$ cat src/rtl/mtac_pkg.sv
// Shared types, register map, item codes and helpers of the motion and tamper alarm controller.
`default_nettype none

package mtac_pkg;

	// Item kinds carried in the input tuser field.
	localparam logic [1:0] OP_SAMPLE = 2'd0;
	localparam logic [1:0] OP_PRESS  = 2'd1;
	localparam logic [1:0] OP_TICK   = 2'd2;

	// Register indexes (byte address is four times the index).
	localparam logic [2:0] REG_ACCEL_STEP = 3'd0;
	localparam logic [2:0] REG_GYRO_LIMIT = 3'd1;
	localparam logic [2:0] REG_HALL_LIMIT = 3'd2;
	localparam logic [2:0] REG_ALARM_DUR  = 3'd3;
	localparam logic [2:0] REG_DEBOUNCE   = 3'd4;

	// Register reset values.
	localparam logic [15:0] ACCEL_STEP_RST = 16'd60;
	localparam logic [14:0] GYRO_LIMIT_RST = 15'd20;
	localparam logic [14:0] HALL_LIMIT_RST = 15'd500;
	localparam logic [15:0] ALARM_DUR_RST  = 16'd1200;
	localparam logic [15:0] DEBOUNCE_RST   = 16'd250;

	localparam logic [15:0] PRESS_AGE_MAX = 16'hFFFF;

	typedef struct packed {
		logic [15:0] accel_step_limit;
		logic [14:0] gyro_limit;
		logic [14:0] hall_limit;
		logic [15:0] alarm_duration;
		logic [15:0] debounce_time;
	} cfg_t;

	typedef struct packed {
		logic [1:0]       op;
		logic [2:0][15:0] accel;
		logic [2:0][15:0] gyro;
		logic [15:0]      hall;
	} item_t;

	// Declared from the top bit down so that is_armed lands in bit 0.
	typedef struct packed {
		logic hall_flag;
		logic gyro_flag;
		logic accel_flag;
		logic siren_pulse;
		logic alarm_on;
		logic is_armed;
	} result_t;

	// Magnitude of a two's complement reading; the most negative value gives 32768.
	function automatic logic [15:0] mag16(input logic [15:0] v);
		logic [15:0] neg;
		neg = 16'(~v + 16'd1);
		return v[15] ? neg : v;
	endfunction

endpackage

`default_nettype wire

$ cat src/rtl/mtac_cfg_regs.sv
// Configuration register file of the alarm controller behind an APB-style port.
`default_nettype none

module mtac_cfg_regs (
	input  wire logic          clk,
	input  wire logic          arst_n,
	input  wire logic          psel,
	input  wire logic          penable,
	input  wire logic          pwrite,
	input  wire logic [4:0]    paddr,
	input  wire logic [31:0]   pwdata,
	output logic      [31:0]   prdata,
	output logic               pready,
	output mtac_pkg::cfg_t     cfg
);

	mtac_pkg::cfg_t cfg_q;
	logic           wr_en;
	logic [2:0]     reg_idx;

	assign pready  = 1'b1;
	assign wr_en   = psel && penable && pwrite && pready;
	assign reg_idx = paddr[4:2];
	assign cfg     = cfg_q;

	always_ff @(posedge clk or negedge arst_n) begin
		if (!arst_n) begin
			cfg_q.accel_step_limit <= mtac_pkg::ACCEL_STEP_RST;
			cfg_q.gyro_limit       <= mtac_pkg::GYRO_LIMIT_RST;
			cfg_q.hall_limit       <= mtac_pkg::HALL_LIMIT_RST;
			cfg_q.alarm_duration   <= mtac_pkg::ALARM_DUR_RST;
			cfg_q.debounce_time    <= mtac_pkg::DEBOUNCE_RST;
		end else if (wr_en) begin
			unique case (reg_idx)
				mtac_pkg::REG_ACCEL_STEP: cfg_q.accel_step_limit <= pwdata[15:0];
				mtac_pkg::REG_GYRO_LIMIT: cfg_q.gyro_limit       <= pwdata[14:0];
				mtac_pkg::REG_HALL_LIMIT: cfg_q.hall_limit       <= pwdata[14:0];
				mtac_pkg::REG_ALARM_DUR:  cfg_q.alarm_duration   <= pwdata[15:0];
				mtac_pkg::REG_DEBOUNCE:   cfg_q.debounce_time    <= pwdata[15:0];
				default: ;
			endcase
		end
	end

	always_comb begin
		unique case (reg_idx)
			mtac_pkg::REG_ACCEL_STEP: prdata = {16'd0, cfg_q.accel_step_limit};
			mtac_pkg::REG_GYRO_LIMIT: prdata = {17'd0, cfg_q.gyro_limit};
			mtac_pkg::REG_HALL_LIMIT: prdata = {17'd0, cfg_q.hall_limit};
			mtac_pkg::REG_ALARM_DUR:  prdata = {16'd0, cfg_q.alarm_duration};
			mtac_pkg::REG_DEBOUNCE:   prdata = {16'd0, cfg_q.debounce_time};
			default:                  prdata = 32'd0;
		endcase
	end

endmodule

`default_nettype wire

$ cat src/rtl/mtac_core.sv
// Alarm state, threshold compares and next-result logic for one registered item.
`default_nettype none

module mtac_core (
	input  wire logic              clk,
	input  wire logic              arst_n,
	input  wire mtac_pkg::cfg_t    cfg,
	input  wire mtac_pkg::item_t   item,
	input  wire logic              fire,
	output mtac_pkg::result_t      result
);

	logic              primed_q;
	logic [2:0][15:0]  last_accel_q;
	logic              armed_q;
	logic              alarm_q;
	logic [15:0]       alarm_left_q;
	logic [15:0]       press_age_q;

	logic              primed_d;
	logic [2:0][15:0]  last_accel_d;
	logic              armed_d;
	logic              alarm_d;
	logic [15:0]       alarm_left_d;
	logic [15:0]       press_age_d;

	logic [2:0]        accel_hit;
	logic [2:0]        gyro_hit;
	logic              hall_hit;
	logic [2:0][16:0]  accel_diff;
	logic [2:0][16:0]  accel_mag;
	logic [15:0]       alarm_left_dec;
	logic              fa, fg, fh, sound;

	// Per-axis compares; the step is taken at 17 bits so it cannot overflow.
	always_comb begin
		for (int i = 0; i < 3; i++) begin
			accel_diff[i] = 17'({item.accel[i][15], item.accel[i]}
				- {last_accel_q[i][15], last_accel_q[i]});
			accel_mag[i]  = accel_diff[i][16] ? 17'(~accel_diff[i] + 17'd1) : accel_diff[i];
			accel_hit[i]  = accel_mag[i] > {1'b0, cfg.accel_step_limit};
			gyro_hit[i]   = mtac_pkg::mag16(item.gyro[i]) > {1'b0, cfg.gyro_limit};
		end
		hall_hit = mtac_pkg::mag16(item.hall) > {1'b0, cfg.hall_limit};
	end

	assign alarm_left_dec = (alarm_left_q != 16'd0) ? 16'(alarm_left_q - 16'd1) : 16'd0;

	always_comb begin
		primed_d     = primed_q;
		last_accel_d = last_accel_q;
		armed_d      = armed_q;
		alarm_d      = alarm_q;
		alarm_left_d = alarm_left_q;
		press_age_d  = press_age_q;
		fa           = 1'b0;
		fg           = 1'b0;
		fh           = 1'b0;
		sound        = 1'b0;
		case (item.op)
			mtac_pkg::OP_SAMPLE: begin
				// The first sample after reset stores the axes with no accel step compare; gyro and hall still compare.
				fa           = primed_q && (accel_hit != 3'd0);
				fg           = gyro_hit != 3'd0;
				fh           = hall_hit;
				primed_d     = 1'b1;
				last_accel_d = item.accel;
				if (armed_q && !alarm_q && (fa || fg || fh)) begin
					alarm_d      = 1'b1;
					alarm_left_d = cfg.alarm_duration;
					sound        = 1'b1;
				end
			end
			mtac_pkg::OP_PRESS: begin
				if (press_age_q >= cfg.debounce_time) begin
					press_age_d  = 16'd0;
					armed_d      = !armed_q;
					alarm_d      = 1'b0;
					alarm_left_d = 16'd0;
				end
			end
			mtac_pkg::OP_TICK: begin
				if (press_age_q != mtac_pkg::PRESS_AGE_MAX)
					press_age_d = 16'(press_age_q + 16'd1);
				if (alarm_q) begin
					alarm_left_d = alarm_left_dec;
					if (alarm_left_dec == 16'd0)
						alarm_d = 1'b0;
				end
			end
			default: ;
		endcase
	end

	always_ff @(posedge clk or negedge arst_n) begin
		if (!arst_n) begin
			primed_q     <= 1'b0;
			last_accel_q <= '0;
			armed_q      <= 1'b0;
			alarm_q      <= 1'b0;
			alarm_left_q <= 16'd0;
			press_age_q  <= 16'd0;
		end else if (fire) begin
			primed_q     <= primed_d;
			last_accel_q <= last_accel_d;
			armed_q      <= armed_d;
			alarm_q      <= alarm_d;
			alarm_left_q <= alarm_left_d;
			press_age_q  <= press_age_d;
		end
	end

	always_comb begin
		result.is_armed    = armed_d;
		result.alarm_on    = alarm_d;
		result.siren_pulse = sound;
		result.accel_flag  = fa;
		result.gyro_flag   = fg;
		result.hall_flag   = fh;
	end

endmodule

`default_nettype wire

$ cat src/rtl/motion_tamper_alarm_controller.sv
// Top level of the motion and tamper alarm controller.
//
// Items arrive on the s_axis stream: tuser holds the kind (sample, button
// press or one-millisecond tick), tdata the seven sensor readings. Every
// item gives exactly one result on the m_axis stream: armed and alarm
// state after the item, the sound pulse and the three sample flags.
// Thresholds, alarm length and debounce time sit in five APB registers
// at byte addresses 0, 4, 8, 12 and 16; the user must write them only
// while no item is in flight, which the block itself does not enforce.
// An accepted item is held in an input register while the compares and
// the state update run, then lands in the result register once the
// receiver is not stalling it. The block takes one item per cycle while
// the receiver keeps up, limited by the single state-update step that
// each item passes through.
// When the receiver stalls, the result register holds its transfer and the
// input register fills; s_axis_tready then drops until the result moves.
// The asynchronous reset restores the register defaults, clears the alarm
// state (disarmed, unprimed) and empties both stages.
`default_nettype none

module motion_tamper_alarm_controller (
	input  wire logic          clk,
	input  wire logic          arst_n,
	input  wire logic          s_axis_tvalid,
	output logic               s_axis_tready,
	// tdata: accel_x, accel_y, accel_z, gyro_x, gyro_y, gyro_z, hall_reading
	input  wire logic [111:0]  s_axis_tdata,
	// tuser: operation
	input  wire logic [1:0]    s_axis_tuser,
	output logic               m_axis_tvalid,
	input  wire logic          m_axis_tready,
	// tdata: is_armed, alarm_on, siren_pulse, accel_flag, gyro_flag, hall_flag, zero pad
	output logic      [7:0]    m_axis_tdata,
	input  wire logic          psel,
	input  wire logic          penable,
	input  wire logic          pwrite,
	input  wire logic [4:0]    paddr,
	input  wire logic [31:0]   pwdata,
	output logic      [31:0]   prdata,
	output logic               pready
);

	mtac_pkg::cfg_t     cfg;
	mtac_pkg::item_t    item_s1;
	mtac_pkg::result_t  result;
	mtac_pkg::result_t  result_q;
	logic               valid_s1;
	logic               out_valid_q;
	logic               advance;
	logic               fire;

	mtac_cfg_regs u_cfg (
		.clk     (clk),
		.arst_n  (arst_n),
		.psel    (psel),
		.penable (penable),
		.pwrite  (pwrite),
		.paddr   (paddr),
		.pwdata  (pwdata),
		.prdata  (prdata),
		.pready  (pready),
		.cfg     (cfg)
	);

	mtac_core u_core (
		.clk    (clk),
		.arst_n (arst_n),
		.cfg    (cfg),
		.item   (item_s1),
		.fire   (fire),
		.result (result)
	);

	assign advance       = !out_valid_q || m_axis_tready;
	assign fire          = valid_s1 && advance;
	assign s_axis_tready = !valid_s1 || advance;

	always_ff @(posedge clk or negedge arst_n) begin
		if (!arst_n) begin
			valid_s1    <= 1'b0;
			out_valid_q <= 1'b0;
		end else begin
			if (s_axis_tready)
				valid_s1 <= s_axis_tvalid;
			if (advance)
				out_valid_q <= valid_s1;
		end
	end

	always_ff @(posedge clk) begin
		if (s_axis_tready && s_axis_tvalid) begin
			item_s1.op       <= s_axis_tuser;
			item_s1.accel[0] <= s_axis_tdata[15:0];
			item_s1.accel[1] <= s_axis_tdata[31:16];
			item_s1.accel[2] <= s_axis_tdata[47:32];
			item_s1.gyro[0]  <= s_axis_tdata[63:48];
			item_s1.gyro[1]  <= s_axis_tdata[79:64];
			item_s1.gyro[2]  <= s_axis_tdata[95:80];
			item_s1.hall     <= s_axis_tdata[111:96];
		end
		if (fire)
			result_q <= result;
	end

	assign m_axis_tvalid = out_valid_q;
	assign m_axis_tdata  = {2'b00, result_q};

endmodule

`default_nettype wire

$ cat config.mk
export PLATFORM = sky130hd
export DESIGN_NAME = motion_tamper_alarm_controller
export DESIGN_NICKNAME = d
export VERILOG_FILES = /design/src/rtl/mtac_pkg.sv /design/src/rtl/mtac_cfg_regs.sv /design/src/rtl/mtac_core.sv /design/src/rtl/motion_tamper_alarm_controller.sv
export SDC_FILE = /design/constraint.sdc
export NUM_CORES = 1
export LEC_CHECK = 0
export ABC_CLOCK_PERIOD_IN_PS = 4900
export BUFFER_PORTS_ARGS = -buffer_cell sky130_fd_sc_hd__buf_2
export CORE_ASPECT_RATIO = 1.4
export CORE_UTILIZATION = 37
export CTS_BUF_LIST = sky130_fd_sc_hd__clkbuf_16
export CTS_CLUSTER_DIAMETER = 200
export DETAILED_ROUTE_END_ITERATION = 8
export PLACE_DENSITY_LB_ADDON = 0.25
export SYNTH_ARGS = -nofsm -noshare
export SYNTH_HDL_FRONTEND = slang
export SYNTH_SLANG_ARGS = --single-unit
export TNS_END_PERCENT = 100
$ cat constraint.sdc
create_clock -name clk -period 4.9 [get_ports clk]
set_input_delay 0.49 -clock clk [delete_from_list [all_inputs] [get_ports clk]]
set_output_delay 0.49 -clock clk [all_outputs]
set_load 0.01 [all_outputs]
# ---- After elaboration in Yosys (flattened, before gate mapping)
# Index checks and enable logic that the tools add are counted.
dict set report classes {
  add_sub_neg 12
  magnitude_cmp 8
  n_bitwise 7
  eq_ne 11
  n_mux 23
  reduce_logical 31
}
# operator count
set op_table {}
lappend op_table {{$mux 16} 9}
lappend op_table {{$add 16x1->16 const B} 5}
lappend op_table {{$pmux 16 s5} 1}
lappend op_table {{$gt 16x15->1} 4}
lappend op_table {{$not 16->16} 4}
lappend op_table {{$add 17x1->17 const B} 3}
lappend op_table {{$gt 17x16->1} 3}
lappend op_table {{$mux 17} 3}
lappend op_table {{$not 17->17} 3}
lappend op_table {{$sub 16x16->17} 3}
lappend op_table {{$pmux 16 s3} 1}
lappend op_table {{$pmux 16 s2} 1}
lappend op_table {{$ge 16x16->1} 1}
lappend op_table {{$logic_not 16->1} 1}
lappend op_table {{$ne 16x16->1 const B} 1}
lappend op_table {{$reduce_bool 16->1} 1}
lappend op_table {{$sub 16x1->16 const B} 1}
lappend op_table {{$reduce_and 2->1} 6}
lappend op_table {{$reduce_bool 3->1} 3}
lappend op_table {{$ne 2x1->1 const B} 4}
lappend op_table {{$logic_and 1x1->1} 7}
lappend op_table {{$mux 1} 7}
lappend op_table {{$eq 3x2->1 const B} 2}
lappend op_table {{$reduce_and 5->1} 1}
lappend op_table {{other kinds (11)} 17}
dict set report totals {
  regBits 283
  out_inout_bits 43
  elab_cells 121
  inputBits 158
}

# ---- Longest topological paths before layout
# Gate-level depths: netlist of the first run.
dict set report depth {
  ltp_word 12
  mapped_depth 24
  mapped_depth_nobuf 23
}

# ---- By module
# Synthesis of the first run repeated with hierarchy kept, for this count alone.
dict set report hier_totals {
  hier_cells 1903
  area_unflattened_um2 19447.4
}
# module cells_per_inst area_each_um2 n_inst seq_area_each_um2
set modules_own_cells {}
lappend modules_own_cells {mtac_core 1503 11956.5 1 2077.0}
lappend modules_own_cells {mtac_cfg_regs 269 3764.9 1 1979.4}
lappend modules_own_cells {motion_tamper_alarm_controller 131 3726.1 1 3653.5}

# ---- Least setup slack after synthesis of the first run
# Ideal clock, no wire load.
dict set report synth_path {
  path_type {flip-flop to flip-flop}
  from {register item_s1[96] in the netlist's numbering}
  to {register u_core.alarm_left_q[10]}
  path_stages_with_launch 24
  setup_slack_ns -0.411
  synth_period_minus_slack_ns 5.311
  setup_time_ns 0.125
  arrival_time_ns 5.186
  required_time_ns 4.775
  cell_sequence {edfxtp_1 > inv_1 > ha_1 > inv_1 > fa_1 > a211oi_1 > nor2_1 > a211oi_1 > a21boi_0 > o2111ai_1 > or2_2 > nand2_1 > xnor2_1 > ha_1 > a21o_1 > a21o_1 > a21o_1 > a21o_1 > a221o_1 > a21o_1 > a211o_1 > o21ai_1 > a21oi_4 > mux2_2}
}
dict set report synth_via {
  elab_chain_len 12
}
# item line
set synth_rtl {}
lappend synth_rtl {{start, declared} motion_tamper_alarm_controller.sv:44} ;# mtac_pkg::item_t item_s1;
lappend synth_rtl {{$sub 16x16->17 *} mtac_core.sv:39} ;# - {last_accel_q[i][15], last_accel_q[i]});
lappend synth_rtl {{$not 17->17} mtac_core.sv:40} ;# accel_mag[i] = accel_diff[i][16] ? 17'(~accel_diff[i] + 17'd1) : accel_diff[i];
lappend synth_rtl {{$add 17x1->17} mtac_core.sv:40}
lappend synth_rtl {{$mux 17 *} mtac_core.sv:40}
lappend synth_rtl {{$gt 17x16->1 *} mtac_core.sv:41} ;# accel_hit[i] = accel_mag[i] > {1'b0, cfg.accel_step_limit};
lappend synth_rtl {{$reduce_bool 3->1 *} mtac_core.sv:63} ;# fa = primed_q && (accel_hit != 3'd0);
lappend synth_rtl {{$logic_and 1x1->1 *} mtac_core.sv:63}
lappend synth_rtl {{$logic_or 1x1->1 * (2 in series)} mtac_core.sv:68} ;# if (armed_q && !alarm_q && (fa || fg || fh)) begin
lappend synth_rtl {{$logic_and 1x1->1 *} mtac_core.sv:68}
lappend synth_rtl {{$ne 2x1->1 (no line) *} -}
lappend synth_rtl {{$reduce_and 5->1 (no line) *} -}
lappend synth_rtl {{end signal, assigned} mtac_core.sv:108} ;# alarm_left_q <= alarm_left_d;
lappend synth_rtl {{end, declared} mtac_core.sv:17} ;# logic [15:0] alarm_left_q;
# Mark *: on every way between the ends. The rest lies on a longest branch, timed or not.
# A chain may end at the register's enable or synchronous reset.

# ---- Worst setup path after layout of the first run
dict set report layout_path {
  from {register item_s1[96] in the netlist's numbering}
  to {register u_core.alarm_left_q[14]}
}
# Same word-level chain as after synthesis.

==> results.json, run 1 <==
{
  "outcome": "finished with violations",
  "violations": "negative hold slack, negative setup slack",
  "drt_iter0_drc": 806,
  "drt_pass1_iterations": 5,
  "worst_slack_ps": -41.9,
  "stdcell_count": 2868,
  "rsz0062_at_grt": "yes",
  "startpoint": "item_s1[96]",
  "grt_pass1_wl_um": 81100,
  "start_util_pct": 37.4,
  "drcViolationCount": 0,
  "async_reset_ff_share_pct": 57.6,
  "wire_per_inst_um": 17.8,
  "r2r_start": "item_s1[96]",
  "post-route-period-util_pct": 101,
  "die_width_um": 194,
  "rows": 98,
  "syn_area_um2": 19100,
  "cts_buffers": 34,
  "p_per_area_nw_per_um2": 500,
  "peakVddDrop_v": 0.000242,
  "die_area_um2": 52400,
  "cts_buffer_depth": 3,
  "clkSinkCount": 283,
  "finalWirelength_um": 51000,
  "cp-start-kind": "register",
  "core_area_um2": 51000,
  "htreeDepth": 2,
  "drv_slew": 0,
  "timing.fmax_mhz": 202,
  "met2_usage_pct": 34.7,
  "cp-end-kind": "register",
  "nNetsFinal": 2536,
  "drive_gt1_share_pct": 22.1,
  "grt_max_degree": 115,
  "crit_path_max_fanout": 7,
  "antenna_left": 0,
  "cap_violations": 0,
  "grtUsageTotal_pct": 19.5,
  "synthCells": 1945,
  "whs_ps": -5.57,
  "met1_usage_pct": 23.3,
  "synth_edf_count": 120,
  "grt_pass1_vias": 15400,
  "cts-root-buf": "clkbuf_16",
  "setup_violations": 15,
  "hold_viol": 1,
  "crit_type": "reg2reg",
  "place.gp.congestion": 0.876,
  "io_pins": 201,
  "via_per_inst": 5.40,
  "slew_headroom_pct": 22.3,
  "worstSkewPairLatency_ps": 560,
  "port_buffers": 163,
  "ys.flop_type": "dfrtp_1",
  "p_leak_nw": 10.1,
  "yosysUniqueCellTypes": 81,
  "met3_usage_pct": 3.02,
  "grt_overflow": 0,
  "worstMarginPinSlew_ps": 1160,
  "ys_seq_area_share_pct": 40.5,
  "fin_skew_ps": 21.7,
  "dp_cells": 2789,
  "cts_tree": "yes",
  "fin_crit_ps": 4940,
  "yosys_warnings": 0,
  "hpwlAfterDp_um": 38800,
  "die_height_um": 271,
  "crit_arrival_ps": 5370,
  "busiest_layer": "met2",
  "syn_area_per_cell_um2": 9.80,
  "hold_path.class": "in2async",
  "syn2layout_area_growth_pct": 18.8,
  "power_w": 0.0113,
  "antenna_found_initial": 1,
  "required_ps": 5330,
  "clkTransAtPathRegs_ps": 70,
  "vias": 15500,
  "ys_ff_latch": 283
}
[cell usage in the layout, fill, tap and decap left out, types with 31 or more instances in the layout]
master | synthesis | routed
ha_1 | 185 | 184
nand2_1 | 178 | 176
inv_1 | 165 | 171
buf_2 | 0 | 162
dfrtp_1 | 141 | 141
o21ai_0 | 147 | 138
edfxtp_1 | 120 | 120
xnor2_1 | 107 | 105
buf_4 | 19 | 100
nor2_1 | 90 | 86
mux2_2 | 85 | 85
a21oi_1 | 74 | 73
a21o_1 | 47 | 46
clkbuf_16 | 0 | 39
nor3_1 | 37 | 37
nand3_1 | 36 | 36
a22oi_1 | 31 | 31
[logic make-up after synthesis]
logic type / after synthesis / synth area share (%)
flops: 283 / 40.5
other cells: 2 / 0.0394
simple gates: 521 / 13.6
xor+xnor: 134 / 6.16
compound gates: 482 / 16.6
mux: 93 / 5.44
fa+ha+maj: 188 / 12.5
buf+inv: 242 / 5.22
[stage by stage]
step	setup TNS (ps)	setup slack, ps	utilization (%)	instance area, um^2
2_1_floorplan	0	31.7	-	19100
3_3_place_gp	-2300	-202	41.4	21100
3_5_place_dp	-3610	-307	41.4	21100
4_1_cts	-851	-69.4	44.1	22500
5_1_grt	-4330	-253	44.4	22600
6_report	-243	-41.9	44.4	22600
[timing repair]
| item | 4_1_cts | 5_1_grt |
|---|---|---|
| buffers inserted | 12 | 4 |
| gates resized for setup | 23 | 36 |
| endpoints found under the setup margin | 20 | 20 |
| hold buffers | 0 | 0 |
| pin swaps | 20 | 20 |
| gates cloned | 0 | 0 |
| endpoints found under the hold margin | 0 | 0 |
[Yosys cell counts, types with 19 or more instances]
cell	instances	area share, %
nand3_1	36	0.95
a21oi_1	74	1.9
edfxtp_1	120	19
nand2b_1	27	0.89
a22oi_1	31	1.2
nor3_1	37	0.97
dfstp_2	22	3.0
a21o_1	47	1.9
o31ai_1	20	0.79
clkbuf_1	51	1.0
xnor2_1	107	4.9
dfrtp_1	141	19
o22ai_1	19	0.62
nor2_1	90	1.8
nand4_1	28	0.92
or3_1	21	0.69
buf_4	19	0.75
ha_1	185	12
nand2_1	178	3.5
xor2_1	27	1.2
o21ai_0	147	3.9
a211oi_1	23	0.91
inv_1	165	3.3
mux2_2	85	5.0
[sequential cells by signal, indices dropped and copies added, names as in the netlist, 6 cells and up]
signal               count
item_s1                114
u_core.last_accel_q     48
u_core.press_age_q      16
u_cfg.cfg               78
m_axis_tdata             6
u_core.alarm_left_q     16
[metal layers]
layer / share of wire [%] / up-vias
li1: - / 7550
met3: 4.6 / 98
met4: 3.6 / 0
met5: 0 / -
met2: 51 / 362
met1: 41 / 7475
[final cells by class]
type,instances,area [um^2]
Tap cell,650,813
Sequential cell,283,7710
Antenna cell,2,5.00
Clock buffer,39,976
Clock inverter,23,179
Fill cell,4874,28400
Timing Repair Buffer,268,1660
Inverter,166,623
Multi-Input combinational cell,1437,10700
[path summary, 6_finish.rpt]
kind,slack [ps],endpoint,cells after the start
max in group asynchronous,3890,u_cfg.cfg[39],2
min reg2reg,490,u_core.last_accel_q[0],2
max,-40,u_core.alarm_left_q[14],23
min,-6,u_core.last_accel_q[38],1
max reg2reg,-40,u_core.alarm_left_q[14],23
min in group clk,100,item_s1[103],1
[worst max-delay path: stages (launching register included)]
cell and delay, ps:
edfxtp_1 370, inv_2 80, ha_4 130, inv_2 30
fa_2 360, a21o_1 190, nand4_1 200, a211oi_2 110
or3_1 350, and2_1 220, o31ai_4 270, buf_4 150
xnor2_1 110, ha_1 260, a21o_1 190, a21o_1 160
a21o_1 160, a221o_1 280, a21o_1 150, a211o_1 340
o21ai_4 180, a21oi_4 90, buf_12 160, mux2_2 260
[where the power goes]
part           switching [W]  total, W  internal [W]
registers           0.000323   0.00324       0.00292
clock network        0.00107   0.00261       0.00154
logic                0.00300   0.00547       0.00246
total                0.00440    0.0113       0.00693
Power figures use the tool's default switching activity.
==> run 2, diff against run 1 <==
--- a/config.mk
+++ b/config.mk
@@ -6,12 +6,12 @@
 export NUM_CORES = 1
 export LEC_CHECK = 0
 export ABC_CLOCK_PERIOD_IN_PS = 4900
-export BUFFER_PORTS_ARGS = -buffer_cell sky130_fd_sc_hd__buf_2
 export CORE_ASPECT_RATIO = 1.4
 export CORE_UTILIZATION = 37
 export CTS_BUF_LIST = sky130_fd_sc_hd__clkbuf_16
 export CTS_CLUSTER_DIAMETER = 200
 export DETAILED_ROUTE_END_ITERATION = 8
+export DONT_BUFFER_PORTS = 1
 export PLACE_DENSITY_LB_ADDON = 0.25
 export SYNTH_ARGS = -nofsm -noshare
 export SYNTH_HDL_FRONTEND = slang
==> run 2 against run 1 <==
Against the previous run:
- the run ends with negative setup slack left
- critical endpoint is now u_core.alarm_left_q[6]
- largest cell class unchanged
- critical path depth decreased by 1
- non-clock buffer count shrank 30
- highest routed layer unchanged
- sequential share of layout area is 0.64 points lower
- critical path type unchanged
- clock power decreased by 14%
- routed wire length rose by 2.0%
==> results.json, run 2 (same netlist as run 1, synthesis figures left out) <==
{
  "outcome": "finished with violations",
  "violations": "negative setup slack",
  "syn2layout_area_growth_pct": 21.1,
  "antenna_found_initial": 0,
  "drive_gt1_share_pct": 15.3,
  "setup_violations": 18,
  "top_register": "item_s1",
  "rows": 98,
  "place_area_um2": 20300,
  "core_area_um2": 51000,
  "required_ps": 5380,
  "cp-end-kind": "register",
  "cts-root-buf": "clkbuf_16",
  "vias": 15400,
  "final_common_cell": "ha_1",
  "r2r_start": "item_s1[96]",
  "drt_pass1_iterations": 5,
  "hold_path.class": "in2reg",
  "multi_input_area_um2": 10800,
  "die_width_um": 194,
  "power_w": 0.0110,
  "p_per_area_nw_per_um2": 478,
  "fin_tns_setup_ps": -740,
  "fin_crit_ps": 4960,
  "wire_per_inst_um": 18.4,
  "rsz0062_at_grt": "yes",
  "whs_ps": 32.4,
  "grt_pass1_vias": 15500,
  "worstMarginPinSlew_ps": 1160,
  "ff_latch_area_um2": 7710,
  "cts_buffers": 31,
  "crit_path_max_fanout": 8,
  "slew_headroom_pct": 22.3,
  "via_per_inst": 5.45,
  "drv_slew": 0,
  "final_cell_mix": "ha_1, nand2_1, inv_1",
  "clkTransAtPathRegs_ps": 60,
  "peakVddDrop_v": 0.000325,
  "drcViolationCount": 0,
  "hpwlAfterDp_um": 38100,
  "timing.fmax_mhz": 201,
  "fin_area_um2": 23100,
  "hold_viol": 0,
  "place.gp.congestion": 0.867,
  "grtUsageTotal_pct": 19.7,
  "grt_pass1_wl_um": 82700,
  "crit_arrival_ps": 5450,
  "cap_violations": 0,
  "cts_buffer_depth": 3,
  "cts_tree": "yes",
  "finalWirelength_um": 52100,
  "fillers": 4829,
  "worstSkewPairLatency_ps": 600,
  "worst_slack_ps": -64.2,
  "drt_iter0_drc": 870,
  "grt_overflow": 0,
  "largest_reg_flops": 114,
  "post-route-period-util_pct": 101,
  "clkSinkCount": 283,
  "crit_type": "reg2reg",
  "grt_max_degree": 164,
  "pre_cts_ws_ps": -289,
  "fin_skew_ps": 15.7,
  "die_height_um": 271,
  "diodes": 0,
  "start_util_pct": 37.4,
  "io_pins": 201,
  "cp-start-kind": "register",
  "nNetsFinal": 2503,
  "port_buffers": 0,
  "antenna_left": 0,
  "p_leak_nw": 9.90,
  "hp-start": "pwdata[5]",
  "die_area_um2": 52400,
  "startpoint": "item_s1[96]",
  "htreeDepth": 1
}
==> run 2: cell count changes in the layout (fill, tap and decap cells not counted), sizes merged <==
cell | previous run | this run
buf | 268 | 105
bufinv | 2 | 1
clkbuf | 39 | 32
clkinv | 7 | 9
clkinvlp | 1 | 3
diode | 2 | 0
dlygate4sd3 | 0 | 133
==> run 2: per-stage QoR <==
step / util [%] / cells
floorplan: - / 1962
global placement: 39.8 / 2630
detailed placement: 39.8 / 2630
CTS: 44.8 / 2827
global route: 45.2 / 2832
finish: 45.2 / 2832
==> run 2: area by class of cell <==
| type | count | share of cell area, % |
|---|---|---|
| multi-input cells | 1437 | 46.8 |
| flip-flops and latches | 283 | 33.4 |
| repair buffers | 238 | 9.36 |
| well taps | 650 | 3.52 |
| clock buffers | 32 | 3.47 |
| inverters | 166 | 2.70 |
| clock inverters | 26 | 0.716 |
==> run 2: worst paths after layout <==
check	end	slack [ps]	cells after the start
max in group asynchronous	u_cfg.cfg[55]	3520	2
min reg2reg	u_core.last_accel_q[16]	490	2
max	u_core.alarm_left_q[6]	-60	22
max reg2reg	u_core.alarm_left_q[6]	-60	22
min in group asynchronous	u_core.last_accel_q[21]	470	2
min	u_cfg.cfg[52]	30	2
==> run 2: repair_timing <==
item | CTS | global route
hold buffers | 134 | 0
setup endpoints to repair | 20 | 20
buffers inserted | 5 | 6
hold endpoints to repair | 321 | 0
pin swaps | 27 | 24
gates resized for setup | 35 | 44
==> run 2: layer usage <==
| layer | GRT usage, % | routed length, um | vias to the layer above |
|---|---|---|---|
| li1 | - | - | 7494 |
| met4 | 8.21 | 2030 | 0 |
| met1 | 22.8 | 21000 | 7506 |
| met5 | 0 | 0 | - |
| met2 | 35.9 | 26500 | 333 |
| met3 | 3.15 | 2540 | 92 |
==> run 2: power breakdown <==
group / leakage (nW) / internal (W) / switching (W) / total [W]
clock network: 0.511 / 0.00124 / 0.00101 / 0.00224
registers: 3.12 / 0.00292 / 0.000330 / 0.00325
logic: 6.27 / 0.00251 / 0.00302 / 0.00553
total: 9.90 / 0.00666 / 0.00436 / 0.0110
==> run 2: critical path, stage by stage (launching register included) <==
cell	delay, ps
edfxtp_1	370
inv_2	90
ha_4	130
inv_2	40
fa_2	410
a21o_1	180
nand4_1	180
a211oi_2	110
or3_4	360
and2_1	200
o31ai_4	260
buf_4	160
xnor2_2	60
ha_1	330
a21o_1	180
a21o_1	140
a21o_1	160
a221o_1	320
a21o_1	150
a211o_1	340
o21ai_4	180
a21oi_4	150
mux2_4	330
==> run 3, diff against run 2 <==
--- a/config.mk
+++ b/config.mk
@@ -12,6 +12,7 @@
 export CTS_CLUSTER_DIAMETER = 200
 export DETAILED_ROUTE_END_ITERATION = 8
 export DONT_BUFFER_PORTS = 1
+export MAX_ROUTING_LAYER = met4
 export PLACE_DENSITY_LB_ADDON = 0.25
 export SYNTH_ARGS = -nofsm -noshare
 export SYNTH_HDL_FRONTEND = slang
==> run 3 against run 2 <==
Against the previous run:
- the run still ends with negative setup slack left
- cell area up 0.56%
- die area did not move
- clock-buffer cell count shrank 1
- sequential power hardly changed
- sequential share of layout area shrank 0.19 points
- combinational power barely moved
- maximum frequency rose by 0.26%
- critical path type unchanged
- largest cell class unchanged
==> results.json, run 3 (same netlist as run 1, synthesis figures left out) <==
{
  "outcome": "finished with violations",
  "violations": "negative setup slack",
  "drcViolationCount": 0,
  "antenna_found_initial": 0,
  "whs_ps": 27.6,
  "largest_reg_flops": 114,
  "clkSinkCount": 283,
  "slew_headroom_pct": 17.0,
  "cts_buffer_depth": 3,
  "io_pins": 201,
  "worstMarginPinSlew_ps": 1240,
  "reg2reg_depth": 22,
  "die_width_um": 194,
  "p_per_area_nw_per_um2": 486,
  "place_area_um2": 20300,
  "syn2layout_area_growth_pct": 21.8,
  "cts_tree": "yes",
  "rows": 98,
  "diodes": 0,
  "grt_pass1_wl_um": 81700,
  "die_area_um2": 52400,
  "timing.fmax_mhz": 202,
  "clkTransAtPathRegs_ps": 60,
  "crit_path_max_fanout": 8,
  "grtUsageTotal_pct": 20.2,
  "cts_buffers": 31,
  "grt_overflow": 0,
  "fin_skew_ps": 30.0,
  "grt_pass1_vias": 15300,
  "pre_cts_ws_ps": -277,
  "cp-start-kind": "register",
  "required_ps": 5370,
  "cap_violations": 0,
  "drt_iter0_drc": 886,
  "worst_slack_ps": -51.2,
  "via_per_inst": 5.43,
  "final_common_cell": "ha_1",
  "nNetsFinal": 2505,
  "hold_path_depth": 2,
  "grt_max_degree": 164,
  "p_leak_nw": 9.94,
  "top_register": "item_s1",
  "drive_gt1_share_pct": 15.8,
  "rsz0062_at_grt": "yes",
  "hold_path.class": "in2reg",
  "peakVddDrop_v": 0.000314,
  "post-route-period-util_pct": 101,
  "core_area_um2": 51000,
  "drt_pass1_iterations": 6,
  "crit_arrival_ps": 5420,
  "cts-root-buf": "clkbuf_16",
  "start_util_pct": 37.4,
  "die_height_um": 271,
  "port_buffers": 0,
  "fin_crit_ps": 4950,
  "cp-end-kind": "register",
  "antenna_left": 0,
  "drv_slew": 0,
  "wire_per_inst_um": 18.3,
  "final_cell_mix": "ha_1, nand2_1, inv_1",
  "vias": 15400,
  "setup_violations": 17,
  "hpwlAfterDp_um": 38200,
  "htreeDepth": 1,
  "fin_area_um2": 23200,
  "crit_type": "reg2reg",
  "place.gp.congestion": 0.885,
  "worstSkewPairLatency_ps": 610,
  "finalWirelength_um": 51900,
  "hold_viol": 0
}
[run 3: changes by cell type in the layout (fill, tap and decap cells not counted), sizes merged]
cell	before	now
dlygate4sd3	133	131
inv	179	173
clkinv	9	14
clkinvlp	3	0
buf	105	109
bufinv	1	6
clkbuf	32	31
[run 3: path summary, 6_finish.rpt]
check / start / endpoint / slack [ps]
worst min register to register: valid_s1 / m_axis_tvalid / 490
min in group asynchronous: arst_n / u_core.last_accel_q[11] / 570
max in group asynchronous: arst_n / u_cfg.cfg[18] / 3600
worst min-delay path: pwdata[12] / u_cfg.cfg[44] / 30
worst max register to register: item_s1[96] / u_core.alarm_left_q[14] / -50
worst max-delay path: item_s1[96] / u_core.alarm_left_q[14] / -50
[run 3: area by class of cell]
type / instances / area (um^2)
Clock inverter: 27 / 304
Fill cell: 4831 / 27800
Multi-Input combinational cell: 1437 / 10800
Sequential cell: 283 / 7710
Timing Repair Buffer: 240 / 2170
Tap cell: 650 / 813
Clock buffer: 31 / 776
Inverter: 166 / 623
[run 3: worst max-delay path, cell delays in order, from the launching register on]
cell	delay, ps
edfxtp_1	380
inv_2	80
ha_4	130
inv_2	30
fa_2	360
a21o_1	200
nand4_1	170
a211oi_2	110
or3_4	420
and2_1	210
o31ai_4	270
buf_4	160
xnor2_2	100
ha_1	250
a21o_1	180
a21o_1	150
a21o_1	150
a221o_1	320
a21o_1	180
a211o_1	350
o21ai_4	190
a21oi_4	140
mux2_4	330
[run 3: report_power, final]
part	switching, W	internal (W)	total, W
Combinational	0.00300	0.00253	0.00552
Clock	0.00103	0.00147	0.00251
Sequential	0.000325	0.00292	0.00324
Total	0.00435	0.00692	0.0113
[run 3: repair_timing]
action,in CTS,in global routing
resized for setup,39,42
endpoints found under the hold margin,313,0
hold buffers,132,0
pin swaps,24,34
setup endpoints to repair,20,20
buffers inserted,5,8
[run 3: layer usage]
metal,track usage (%),vias up,part of all wire [%]
li1,-,7491,-
met1,23.0,7469,40
met2,36.6,357,52
met3,2.47,78,4.8
met4,6.46,0,3.0
met5,-,-,0
[run 3: metrics by stage]
| step | power, W | instances | utilization (%) | TNS (ps) |
|---|---|---|---|---|
| 4_1_cts | 0.0112 | 2826 | 45.0 | -1230 |
| 5_1_grt | 0.0121 | 2834 | 45.5 | -4130 |
| 3_5_place_dp | 0.00837 | 2631 | 39.9 | -3610 |
| 2_1_floorplan | 0.00685 | 1962 | - | 0 |
| 6_report | 0.0113 | 2834 | 45.5 | -395 |
| 3_3_place_gp | 0.00820 | 2631 | 39.9 | -2140 |
